==> config.mk <==
export PLATFORM = sky130hd
export DESIGN_NAME = yuv_brightness_adjust_top
export DESIGN_NICKNAME = d
export VERILOG_FILES = /design/src/rtl/core/yba_pkg.sv /design/src/rtl/core/yba_fwd_csc.sv /design/src/rtl/core/yba_luma_adj.sv /design/src/rtl/core/yba_inv_csc.sv /design/src/rtl/core/yba_clamp_out.sv /design/src/rtl/core/yuv_brightness_adjust_top.sv
export SDC_FILE = /design/constraint.sdc
export NUM_CORES = 1
export LEC_CHECK = 0
export ABC_AREA = 1
export BUFFER_PORTS_ARGS = -buffer_cell sky130_fd_sc_hd__buf_2
export CORE_UTILIZATION = 30
export DETAILED_ROUTE_END_ITERATION = 16
export PLACE_DENSITY = 0.45
export SLEW_MARGIN = 25
export SYNTH_ARGS = -nofsm -noshare
export SYNTH_HDL_FRONTEND = slang
export SYNTH_SLANG_ARGS = --single-unit
==> constraint.sdc <==
create_clock -name i_clk -period 11.9 [get_ports i_clk]
set_clock_uncertainty 0.05 [all_clocks]
set_input_delay 0 -clock i_clk [delete_from_list [all_inputs] [get_ports i_clk]]
set_output_delay 0 -clock i_clk [all_outputs]
set_load 0.01 [all_outputs]
==> src/rtl/core/yba_pkg.sv <==
// ----------------------------------------------------------------------------
// yba_pkg
// Shared types and BT.601 integer coefficients for the luma brightness
// adjust pipeline.
// ----------------------------------------------------------------------------
package yba_pkg;

    localparam int SUM_W = 18;

    // Forward conversion, RGB to studio-range YUV.
    localparam logic signed [SUM_W-1:0] K_Y_R   = 18'sd66;
    localparam logic signed [SUM_W-1:0] K_Y_G   = 18'sd129;
    localparam logic signed [SUM_W-1:0] K_Y_B   = 18'sd25;
    localparam logic signed [SUM_W-1:0] K_U_R   = -18'sd38;
    localparam logic signed [SUM_W-1:0] K_U_G   = -18'sd74;
    localparam logic signed [SUM_W-1:0] K_U_B   = 18'sd112;
    localparam logic signed [SUM_W-1:0] K_V_R   = 18'sd112;
    localparam logic signed [SUM_W-1:0] K_V_G   = -18'sd94;
    localparam logic signed [SUM_W-1:0] K_V_B   = -18'sd18;
    localparam logic signed [SUM_W-1:0] K_ROUND = 18'sd128;

    // Inverse conversion, YUV back to RGB.
    localparam logic signed [SUM_W-1:0] K_C     = 18'sd298;
    localparam logic signed [SUM_W-1:0] K_R_E   = 18'sd409;
    localparam logic signed [SUM_W-1:0] K_G_D   = -18'sd100;
    localparam logic signed [SUM_W-1:0] K_G_E   = -18'sd208;
    localparam logic signed [SUM_W-1:0] K_B_D   = 18'sd516;

    // Luma limits.
    localparam logic [7:0]         Y_BASE    = 8'd16;
    localparam logic signed [10:0] Y_ADJ_MIN = 11'sd16;
    localparam logic signed [10:0] Y_ADJ_MAX = 11'sd235;
    localparam logic [7:0]         C_MAX     = 8'd219;

    typedef struct packed {
        logic [15:0]        y_sum;
        logic signed [15:0] u_sum;
        logic signed [15:0] v_sum;
    } t_yuv_sum;

    typedef struct packed {
        logic [7:0]        c;
        logic signed [7:0] d;
        logic signed [7:0] e;
    } t_cde;

    typedef struct packed {
        logic signed [SUM_W-1:0] r_sum;
        logic signed [SUM_W-1:0] g_sum;
        logic signed [SUM_W-1:0] b_sum;
    } t_rgb_sum;

endpackage

==> src/rtl/core/yba_fwd_csc.sv <==
// ----------------------------------------------------------------------------
// yba_fwd_csc
// First stage: weighted sums of R, G and B for Y, U and V, with rounding.
// ----------------------------------------------------------------------------
module yba_fwd_csc (
    input  logic              i_clk,
    input  logic              i_rst_n,
    input  logic              i_valid,
    output logic              o_stall,
    input  logic [7:0]        i_red,
    input  logic [7:0]        i_green,
    input  logic [7:0]        i_blue,
    output logic              o_valid,
    input  logic              i_stall,
    output yba_pkg::t_yuv_sum o_sum
);

    logic                            r_valid;
    yba_pkg::t_yuv_sum               r_sum;
    yba_pkg::t_yuv_sum               n_sum;
    logic                            w_adv;
    logic signed [yba_pkg::SUM_W-1:0] w_r;
    logic signed [yba_pkg::SUM_W-1:0] w_g;
    logic signed [yba_pkg::SUM_W-1:0] w_b;
    logic signed [yba_pkg::SUM_W-1:0] w_y;
    logic signed [yba_pkg::SUM_W-1:0] w_u;
    logic signed [yba_pkg::SUM_W-1:0] w_v;

    assign w_adv   = !r_valid || !i_stall;
    assign o_stall = !w_adv;
    assign o_valid = r_valid;
    assign o_sum   = r_sum;

    always_comb begin
        w_r = {10'd0, i_red};
        w_g = {10'd0, i_green};
        w_b = {10'd0, i_blue};
        w_y = yba_pkg::K_Y_R * w_r + yba_pkg::K_Y_G * w_g + yba_pkg::K_Y_B * w_b
            + yba_pkg::K_ROUND;
        w_u = yba_pkg::K_U_R * w_r + yba_pkg::K_U_G * w_g + yba_pkg::K_U_B * w_b
            + yba_pkg::K_ROUND;
        w_v = yba_pkg::K_V_R * w_r + yba_pkg::K_V_G * w_g + yba_pkg::K_V_B * w_b
            + yba_pkg::K_ROUND;
        n_sum.y_sum = w_y[15:0];
        n_sum.u_sum = w_u[15:0];
        n_sum.v_sum = w_v[15:0];
    end

    always_ff @(posedge i_clk) begin
        if (!i_rst_n) begin
            r_valid <= 1'b0;
        end else if (w_adv) begin
            r_valid <= i_valid;
        end
    end

    always_ff @(posedge i_clk) begin
        if (w_adv && i_valid) begin
            r_sum <= n_sum;
        end
    end

endmodule

==> src/rtl/core/yba_luma_adj.sv <==
// ----------------------------------------------------------------------------
// yba_luma_adj
// Second stage: scales the sums down, adds the brightness offset to luma,
// clamps it to the studio range and centers it for the inverse.
// ----------------------------------------------------------------------------
module yba_luma_adj (
    input  logic              i_clk,
    input  logic              i_rst_n,
    input  logic              i_valid,
    output logic              o_stall,
    input  yba_pkg::t_yuv_sum i_sum,
    input  logic [8:0]        i_luma_offset,
    output logic              o_valid,
    input  logic              i_stall,
    output yba_pkg::t_cde     o_cde
);

    logic                r_valid;
    yba_pkg::t_cde       r_cde;
    yba_pkg::t_cde       n_cde;
    logic                w_adv;
    logic [7:0]          w_y;
    logic signed [10:0]  w_y_adj;
    logic signed [10:0]  w_c_full;

    assign w_adv   = !r_valid || !i_stall;
    assign o_stall = !w_adv;
    assign o_valid = r_valid;
    assign o_cde   = r_cde;

    always_comb begin
        // The luma sum is never negative, so its upper byte is the floor shift.
        w_y      = i_sum.y_sum[15:8] + yba_pkg::Y_BASE;
        w_y_adj  = {3'b000, w_y} + {{2{i_luma_offset[8]}}, i_luma_offset};
        w_c_full = w_y_adj - yba_pkg::Y_ADJ_MIN;
        if (w_y_adj < yba_pkg::Y_ADJ_MIN) begin
            n_cde.c = 8'd0;
        end else if (w_y_adj > yba_pkg::Y_ADJ_MAX) begin
            n_cde.c = yba_pkg::C_MAX;
        end else begin
            n_cde.c = w_c_full[7:0];
        end
        // The upper byte of a signed sum is its arithmetic shift by eight.
        n_cde.d = i_sum.u_sum[15:8];
        n_cde.e = i_sum.v_sum[15:8];
    end

    always_ff @(posedge i_clk) begin
        if (!i_rst_n) begin
            r_valid <= 1'b0;
        end else if (w_adv) begin
            r_valid <= i_valid;
        end
    end

    always_ff @(posedge i_clk) begin
        if (w_adv && i_valid) begin
            r_cde <= n_cde;
        end
    end

endmodule

==> src/rtl/core/yba_inv_csc.sv <==
// ----------------------------------------------------------------------------
// yba_inv_csc
// Third stage: weighted sums of C, D and E for R, G and B, with rounding.
// ----------------------------------------------------------------------------
module yba_inv_csc (
    input  logic              i_clk,
    input  logic              i_rst_n,
    input  logic              i_valid,
    output logic              o_stall,
    input  yba_pkg::t_cde     i_cde,
    output logic              o_valid,
    input  logic              i_stall,
    output yba_pkg::t_rgb_sum o_sum
);

    logic                             r_valid;
    yba_pkg::t_rgb_sum                r_sum;
    yba_pkg::t_rgb_sum                n_sum;
    logic                             w_adv;
    logic signed [yba_pkg::SUM_W-1:0] w_c;
    logic signed [yba_pkg::SUM_W-1:0] w_d;
    logic signed [yba_pkg::SUM_W-1:0] w_e;

    assign w_adv   = !r_valid || !i_stall;
    assign o_stall = !w_adv;
    assign o_valid = r_valid;
    assign o_sum   = r_sum;

    always_comb begin
        w_c = {10'd0, i_cde.c};
        w_d = {{10{i_cde.d[7]}}, i_cde.d};
        w_e = {{10{i_cde.e[7]}}, i_cde.e};
        n_sum.r_sum = yba_pkg::K_C * w_c + yba_pkg::K_R_E * w_e + yba_pkg::K_ROUND;
        n_sum.g_sum = yba_pkg::K_C * w_c + yba_pkg::K_G_D * w_d + yba_pkg::K_G_E * w_e
                    + yba_pkg::K_ROUND;
        n_sum.b_sum = yba_pkg::K_C * w_c + yba_pkg::K_B_D * w_d + yba_pkg::K_ROUND;
    end

    always_ff @(posedge i_clk) begin
        if (!i_rst_n) begin
            r_valid <= 1'b0;
        end else if (w_adv) begin
            r_valid <= i_valid;
        end
    end

    always_ff @(posedge i_clk) begin
        if (w_adv && i_valid) begin
            r_sum <= n_sum;
        end
    end

endmodule

==> src/rtl/core/yba_clamp_out.sv <==
// ----------------------------------------------------------------------------
// yba_clamp_out
// Last stage: scales the RGB sums down, clamps each channel to 0..255 and
// holds the output beat.
// ----------------------------------------------------------------------------
module yba_clamp_out (
    input  logic              i_clk,
    input  logic              i_rst_n,
    input  logic              i_valid,
    output logic              o_stall,
    input  yba_pkg::t_rgb_sum i_sum,
    output logic              o_valid,
    input  logic              i_stall,
    output logic [7:0]        o_red,
    output logic [7:0]        o_green,
    output logic [7:0]        o_blue
);

    logic       r_valid;
    logic [7:0] r_red;
    logic [7:0] r_green;
    logic [7:0] r_blue;
    logic       w_adv;

    // Takes the floor shift of a sum (its upper ten bits) and clamps it.
    function automatic logic [7:0] clamp_u8(input logic signed [yba_pkg::SUM_W-1:0] sum);
        logic signed [9:0] shifted;
        shifted = sum[yba_pkg::SUM_W-1:8];
        if (shifted[9]) begin
            return 8'd0;
        end else if (shifted[8]) begin
            return 8'd255;
        end else begin
            return shifted[7:0];
        end
    endfunction

    assign w_adv   = !r_valid || !i_stall;
    assign o_stall = !w_adv;
    assign o_valid = r_valid;
    assign o_red   = r_red;
    assign o_green = r_green;
    assign o_blue  = r_blue;

    always_ff @(posedge i_clk) begin
        if (!i_rst_n) begin
            r_valid <= 1'b0;
        end else if (w_adv) begin
            r_valid <= i_valid;
        end
    end

    always_ff @(posedge i_clk) begin
        if (w_adv && i_valid) begin
            r_red   <= clamp_u8(i_sum.r_sum);
            r_green <= clamp_u8(i_sum.g_sum);
            r_blue  <= clamp_u8(i_sum.b_sum);
        end
    end

endmodule

==> src/rtl/core/yuv_brightness_adjust_top.sv <==
// Throughput: one pixel per cycle while i_stall is low. An accepted input
// beat passes four register stages to its output; each holds one beat.
// A stage takes a new beat whenever it is empty or its beat moves on.
// Reset (synchronous, active low) empties all stages and sets the offset to 0.
// ----------------------------------------------------------------------------
// yuv_brightness_adjust_top
// RGB pixel brightness adjust in the BT.601 luma domain with clamping.
// ----------------------------------------------------------------------------
module yuv_brightness_adjust_top (
    input  logic       i_clk,
    input  logic       i_rst_n,
    input  logic       i_cfg_wr_en,
    input  logic [8:0] i_cfg_wr_data,
    input  logic       i_valid,
    output logic       o_stall,
    input  logic [7:0] i_in_red,
    input  logic [7:0] i_in_green,
    input  logic [7:0] i_in_blue,
    output logic       o_valid,
    input  logic       i_stall,
    output logic [7:0] o_out_red,
    output logic [7:0] o_out_green,
    output logic [7:0] o_out_blue
);

    logic [8:0]        r_luma_offset;
    logic              w_s1_valid;
    logic              w_s1_stall;
    yba_pkg::t_yuv_sum w_s1_sum;
    logic              w_s2_valid;
    logic              w_s2_stall;
    yba_pkg::t_cde     w_s2_cde;
    logic              w_s3_valid;
    logic              w_s3_stall;
    yba_pkg::t_rgb_sum w_s3_sum;

    always_ff @(posedge i_clk) begin
        if (!i_rst_n) begin
            r_luma_offset <= 9'd0;
        end else if (i_cfg_wr_en) begin
            r_luma_offset <= i_cfg_wr_data;
        end
    end

    yba_fwd_csc u_fwd (
        .i_clk   (i_clk),
        .i_rst_n (i_rst_n),
        .i_valid (i_valid),
        .o_stall (o_stall),
        .i_red   (i_in_red),
        .i_green (i_in_green),
        .i_blue  (i_in_blue),
        .o_valid (w_s1_valid),
        .i_stall (w_s1_stall),
        .o_sum   (w_s1_sum)
    );

    yba_luma_adj u_luma (
        .i_clk         (i_clk),
        .i_rst_n       (i_rst_n),
        .i_valid       (w_s1_valid),
        .o_stall       (w_s1_stall),
        .i_sum         (w_s1_sum),
        .i_luma_offset (r_luma_offset),
        .o_valid       (w_s2_valid),
        .i_stall       (w_s2_stall),
        .o_cde         (w_s2_cde)
    );

    yba_inv_csc u_inv (
        .i_clk   (i_clk),
        .i_rst_n (i_rst_n),
        .i_valid (w_s2_valid),
        .o_stall (w_s2_stall),
        .i_cde   (w_s2_cde),
        .o_valid (w_s3_valid),
        .i_stall (w_s3_stall),
        .o_sum   (w_s3_sum)
    );

    yba_clamp_out u_out (
        .i_clk   (i_clk),
        .i_rst_n (i_rst_n),
        .i_valid (w_s3_valid),
        .o_stall (w_s3_stall),
        .i_sum   (w_s3_sum),
        .o_valid (o_valid),
        .i_stall (i_stall),
        .o_red   (o_out_red),
        .o_green (o_out_green),
        .o_blue  (o_out_blue)
    );

endmodule

Word-level counts from Yosys, hierarchy flattened
Index checks and enable logic that the tools add are counted.
- bits in read-only memories: 0
- memories kept: 0
- latch bits: 0
- input bits: 38
- bits in registers: 163
- bits in writable memories: 0
- output and inout bits: 26
- reduce and logical (&&, ||, !) cells: 15
- divide/modulo/power cells: 0
- equality and inequality tests: 0
- mux-type cells: 4
- $mul: 14
- shift-type cells: 0
- add/subtract/negate cells: 19
- bitwise logic cells: 0
- $lt $le $gt $ge: 2
- operators by type and width (operator ; number):
    16-bit adder ; 6
    18-bit adder ; 4
    18-bit by 9-bit adder with 18-bit output, second input constant ; 3
    16-bit by 9-bit adder with 16-bit output, second input constant ; 3
    8-bit by 8-bit multiplier with 16-bit output, first input constant ; 2
    8-bit 2-to-1 mux ; 4
    7-bit by 9-bit multiplier with 15-bit output, first input constant ; 2
    6-bit by 8-bit multiplier with 14-bit output, first input constant ; 2
    5-bit by 8-bit multiplier with 13-bit output, first input constant ; 2
    3-bit by 8-bit multiplier with 11-bit output, first input constant ; 2
    10-bit by 8-bit multiplier with 18-bit output, first input constant ; 1
    9-bit by 8-bit multiplier with 16-bit output, first input constant ; 1
    6-bit by 9-bit multiplier with 15-bit output, first input constant ; 1
    5-bit by 9-bit multiplier with 14-bit output, first input constant ; 1
    9-bit by 9-bit adder with 10-bit output ; 1
    10-bit by 9-bit > comparator with 1-bit output, second input constant ; 1
    10-bit by 6-bit < comparator with 1-bit output, second input constant ; 1
    8-bit by 5-bit adder with 8-bit output, second input constant ; 1
    8-bit by 6-bit subtractor with 8-bit output, second input constant ; 1
    1-bit zero test ; 6
    1-bit logical AND ; 4
    1-bit logical OR ; 4
    2-bit OR reduction ; 1

Logic depth before layout (Yosys ltp)
- depth in word-level cells: 6
- depth in mapped cells: 32

By module
Synthesis repeated with hierarchy kept, for this count alone.
- cells, all modules: 2601
- area total of the unflattened synthesis: 22816.9 µm²
- modules (own cells, without submodules) (module ; sequential area each (µm²) ; area each (µm²) ; times used ; cells each):
    yba_fwd_csc ; 1371.3 ; 10656.5 ; 1 ; 1178
    yba_inv_csc ; 1521.5 ; 9161.3 ; 1 ; 1103
    yba_luma_adj ; 740.7 ; 1570.3 ; 1 ; 178
    yba_clamp_out ; 740.7 ; 982.2 ; 1 ; 85
    yuv_brightness_adjust_top ; 180.2 ; 446.7 ; 1 ; 57

Worst setup path before layout
Ideal clock, no wire load.
- path kind: register to register
- start: register u_luma.r_cde, in the netlist u_luma.o_cde[20]
- end: register u_inv.r_sum, in the netlist u_inv.o_sum[51] (data pin)
- setup slack: 5.709 ns
- path buffers: 0
- cell stages (with the launch flop): 25
- library setup time: 0.258 ns
- data required time: 11.592 ns
- arrival: 5.883 ns
- cells stage by stage: edfxtp_1 > ha_1 > ha_1 > ha_1 > fa_1 > ha_1 > a21oi_1 > nand2_1 > xor2_1 > fa_1 > inv_1 > ha_1 > inv_1 > fa_1 > inv_1 > fa_1 > inv_1 > fa_1 > inv_1 > ha_1 > a21oi_1 > o21ai_0 > nand3_1 > nand3_1 > xor2_1
- RTL lines (item ; RTL line ; text):
    from (decl) ; yba_luma_adj.sv:19 ; yba_pkg::t_cde r_cde;
    from (signal assigned) ; yba_luma_adj.sv:58 ; r_cde <= n_cde;
    to (signal assigned) ; yba_inv_csc.sv:49 ; r_sum <= n_sum;
    to (decl) ; yba_inv_csc.sv:17 ; yba_pkg::t_rgb_sum r_sum;

==> run_results.csv <==
group,metric,value,unit
timing,worstMarginPinSlew,686.0,ps
worst_setup_path,rr_worst_depth,24,
routing,avgViaCountPerCell,4.495,
routing,postRouteAntennaNets,0,
routing,vias,15310,
routing,top_layer,"met4",
synth,synth_compound_area_share,6.964,%
layout,fin_nets,3235,
worst_setup_path,path_cells,"ha_1 -> ha_1 -> ha_1 -> fa_1 -> ha_1 -> a21oi_1 -> nand2_1 -> xor2_1 -> fa_1 -> inv_1 -> ha_1 -> inv_1 -> fa_1 -> inv_1 -> fa_1 -> inv_1 -> fa_1 -> inv_1 -> ha_1 -> a21oi_1 -> o21ai_0 -> nand3_1 -> nand3_1 -> xor2_1",
routing,met1Wirelength,23290,µm
synth,synthXorXnorAreaFrac,5.770,%
place,routabilityCongestion,0.8246,
clocking,clkTransAtPathRegs,60,ps
synth,synth_mux_area_share,0,%
worst_setup_path,end_kind,"flop",
routing,met3_length,865,µm
synth,yosys.area_share.simple,13.94,%
layout,seq_area,3323,µm²
timing,drv_slew,0,
synth,synth_top_family_by_area,"adder cells",
hold_path,hold_class,"reg2reg",
clocking,cts_sinks,115,
floorplanning,die_area,69870,µm²
synth,ys_seq_area_share,16.10,%
place,dp_hpwl,42950,µm
worst_setup_path,regToRegStartpoint,"u_luma.o_cde[20]$_SDFFCE_PP0P_",
worst_setup_path,cp.arrival,6630,ps
synth,synth_edf_count,102,
worst_setup_path,path_delay_family,"adder cells",
worst_setup_path,worst_path_most_repeated_cell,"ha_1",
global_routing,grt_pass1_vias,16070,
synth,synth_ff_type,"edfxtp_1",
synth,avgSynthCellArea,8.566,µm²
timing,finalSetupViolations,0,
timing,min_period,6491,ps
clocking,clock_latency,450,ps
floorplanning,start_util,30.52,%
timing,slew_headroom,54.26,%
worst_setup_path,path_depth,24,
timing,holdWs,361.2,ps
worst_setup_path,critPathSlowestCell,"fa_1",
synth,yosys.area_share.adder,46.97,%
worst_setup_path,cp-endpoint,"u_inv.o_sum[51]$_DFFE_PP_",
clocking,cts_resized,0,
routing,firstDrtPassIters,5,
floorplanning,num_rows,95,
worst_setup_path,crit_start,"u_luma.o_cde[20]$_SDFFCE_PP0P_",
global_routing,antenna_found_initial,0,
synth,synthDistinctLibCells,53,
floorplanning,die_w,264.3,µm
global_routing,grt_max_degree,31,
layout,drive_gt1_share,5.249,%
worst_setup_path,worst-path-buf-inv,5,
timing,fmax,154.1,MHz
layout,fill_cells,7045,
timing,rsz0062_at_grt,"false",
timing,setup_tns,0,ps
flow_run,max_cap_viol_count,0,
floorplanning,fp.dieH,264.3,µm
routing,drc,0,
routing,drt_iter0_markers,560,
synth,synth_nets,3124,
clocking,cts.path.max_buffers,2,
worst_setup_path,cp.required,12030,ps
routing,wl_per_cell,14.29,µm
worst_setup_path,path_class,"reg2reg",
clocking,postCtsSetupBuffers,0,
place,portBuffers,63,
timing,final-hold-violation-count,0,
layout,syn2layout_area_growth,11.07,%
layout,n_antenna_cell,0,
synth,synthArstFlopShare,0,%
layout,multiInputGateArea,15210,µm²
clocking,tritoncts,"done",
outcome,status,"finished clean",
synth,ys_seq_elements,115,
global_routing,grt_pass1_wl,81350,µm
worst_setup_path,path_max_fanout,5,
routing,drt-total-wl,48700,µm
worst_setup_path,startpoint_type,"flop",
global_routing,grt_use_total,14.57,%
worst_setup_path,r2r_slack,5410,ps
floorplanning,core,67630,µm²
clocking,ctsHoldBuffers,32,
clocking,htree_num_levels,4,
synth,yosys_warnings,0,
synth,syn_area,20640,µm²
routing,dr_wl_met2,23640,µm
clocking,cts-root-buf,"clkbuf_16",
worst_setup_path,worst_r2r_endpoint,"u_inv.o_sum[51]$_DFFE_PP_",
global_routing,overflow,0,
synth,netlist_instances,2410,
floorplanning,pin_count,64,
timing,timing.final.crit_share,54.55,%
clocking,cts_made_buffers,17,
worst_setup_path,critPathMaxStageDelay,530,ps
## per-layer routing
| metal | track usage (%) | vias to the layer above |
|---|---|---|
| li1 | - | 7982 |
| met1 | 18.76 | 7137 |
| met5 | 0 | - |
| met2 | 26.00 | 156 |
| met3 | 1.119 | 38 |
| met4 | 3.975 | 0 |
## cell usage after synthesis (3+ instances only)
| master | instances | share of area, % |
|---|---|---|
| nand3b_1 | 10 | 0.36 |
| o21bai_1 | 11 | 0.40 |
| a31oi_1 | 9 | 0.27 |
| nand2_2 | 6 | 0.18 |
| nand2_4 | 4 | 0.22 |
| a21oi_1 | 135 | 3.3 |
| nand3_1 | 91 | 2.2 |
| ha_1 | 511 | 31 |
| nor3_1 | 14 | 0.34 |
| a21o_1 | 15 | 0.55 |
| nor2_2 | 3 | 0.091 |
| xnor2_1 | 41 | 1.7 |
| o21ai_1 | 4 | 0.097 |
| o211ai_1 | 5 | 0.18 |
| inv_1 | 554 | 10 |
| nand4_1 | 24 | 0.73 |
| fa_1 | 165 | 16 |
| xor2_1 | 95 | 4.0 |
| nand3_2 | 4 | 0.19 |
| clkbuf_1 | 7 | 0.13 |
| a211oi_1 | 4 | 0.15 |
| dfxtp_1 | 13 | 1.3 |
| edfxtp_1 | 102 | 15 |
| nand2_1 | 331 | 6.0 |
| o21ai_2 | 3 | 0.13 |
| nor2_1 | 165 | 3.0 |
| o21ai_0 | 49 | 1.2 |
## how the worst min path moves through the flow
stage | start | cells after the start | end | slack, ps
after CTS | u_fwd.o_sum[31]$_DFFE_PP_ | 0 | u_luma.o_cde[15]$_DFFE_PP_ | 360
after detailed placement | i_cfg_wr_data[4] | 3 | r_luma_offset[4]$_SDFFE_PN0P_ | 180
after global placement | i_cfg_wr_data[6] | 3 | r_luma_offset[6]$_SDFFE_PN0P_ | 180
final | u_fwd.o_sum[29]$_DFFE_PP_ | 0 | u_luma.o_cde[13]$_DFFE_PP_ | 360
after floorplan | i_valid | 2 | u_fwd.o_valid$_SDFFE_PN0N_ | 70
after global routing | u_fwd.o_sum[31]$_DFFE_PP_ | 0 | u_luma.o_cde[15]$_DFFE_PP_ | 370
## layout by cell type, fill, tap and decap left out, drive strengths merged, types with 3 or more instances in the layout
master / synthesis / final
a211oi: 4 / 4
a21boi: 4 / 4
a21o: 16 / 16
a21oi: 137 / 137
a31oi: 9 / 9
buf: 0 / 67
clkbuf: 7 / 19
clkinv: 1 / 8
clkinvlp: 0 / 3
dfxtp: 13 / 13
dlygate4sd3: 0 / 32
edfxtp: 102 / 102
fa: 165 / 165
ha: 511 / 511
inv: 556 / 558
nand2: 341 / 341
nand3: 95 / 95
nand3b: 11 / 11
nand4: 25 / 25
nor2: 169 / 169
nor3: 15 / 15
o211ai: 6 / 6
o21ai: 56 / 56
o21bai: 11 / 11
xnor2: 41 / 41
xor2: 95 / 95
## through the flow
step / instances / utilization, % / setup WS, ps / instance area, µm²
final: 3407 / 33.90 / 5409 / 22930
after global routing: 3407 / 33.90 / 5016 / 22930
after CTS: 3407 / 33.90 / 5384 / 22930
after detailed placement: 3343 / 32.62 / 5394 / 22060
after global placement: 3343 / 32.62 / 5434 / 22060
after floorplan: 2410 / - / 5709 / 20640
## final cells by class
type                            instances  share of cell area, %
Inverter                              557                  9.119
Tap cell                              873                  4.764
Clock buffer                           19                  1.888
Multi-Input combinational cell       1731                  66.35
Timing Repair Buffer                   99                  2.903
Clock inverter                         13                 0.4857
Sequential cell                       115                  14.49
## flip-flops by register name, indices dropped and copies added (netlist names)
name / cells
u_inv.o_valid: 1
u_out.o_green: 8
u_luma.o_cde: 24
u_fwd.o_sum: 24
u_out.o_valid: 1
u_out.o_red: 8
u_out.o_blue: 8
u_luma.o_valid: 1
u_fwd.o_valid: 1
r_luma_offset: 9
u_inv.o_sum: 30
## logic make-up (layout without fill, tap and decap cells)
kind of cell	Yosys count	in the layout
fa+ha+maj	676	676
simple gates	667	667
flops	115	115
xor+xnor	136	136
compound gates	252	252
buf+inv	564	688
Power is not shown: default switching activity piles up to over one toggle a cycle in this logic, so the estimate is an artifact.
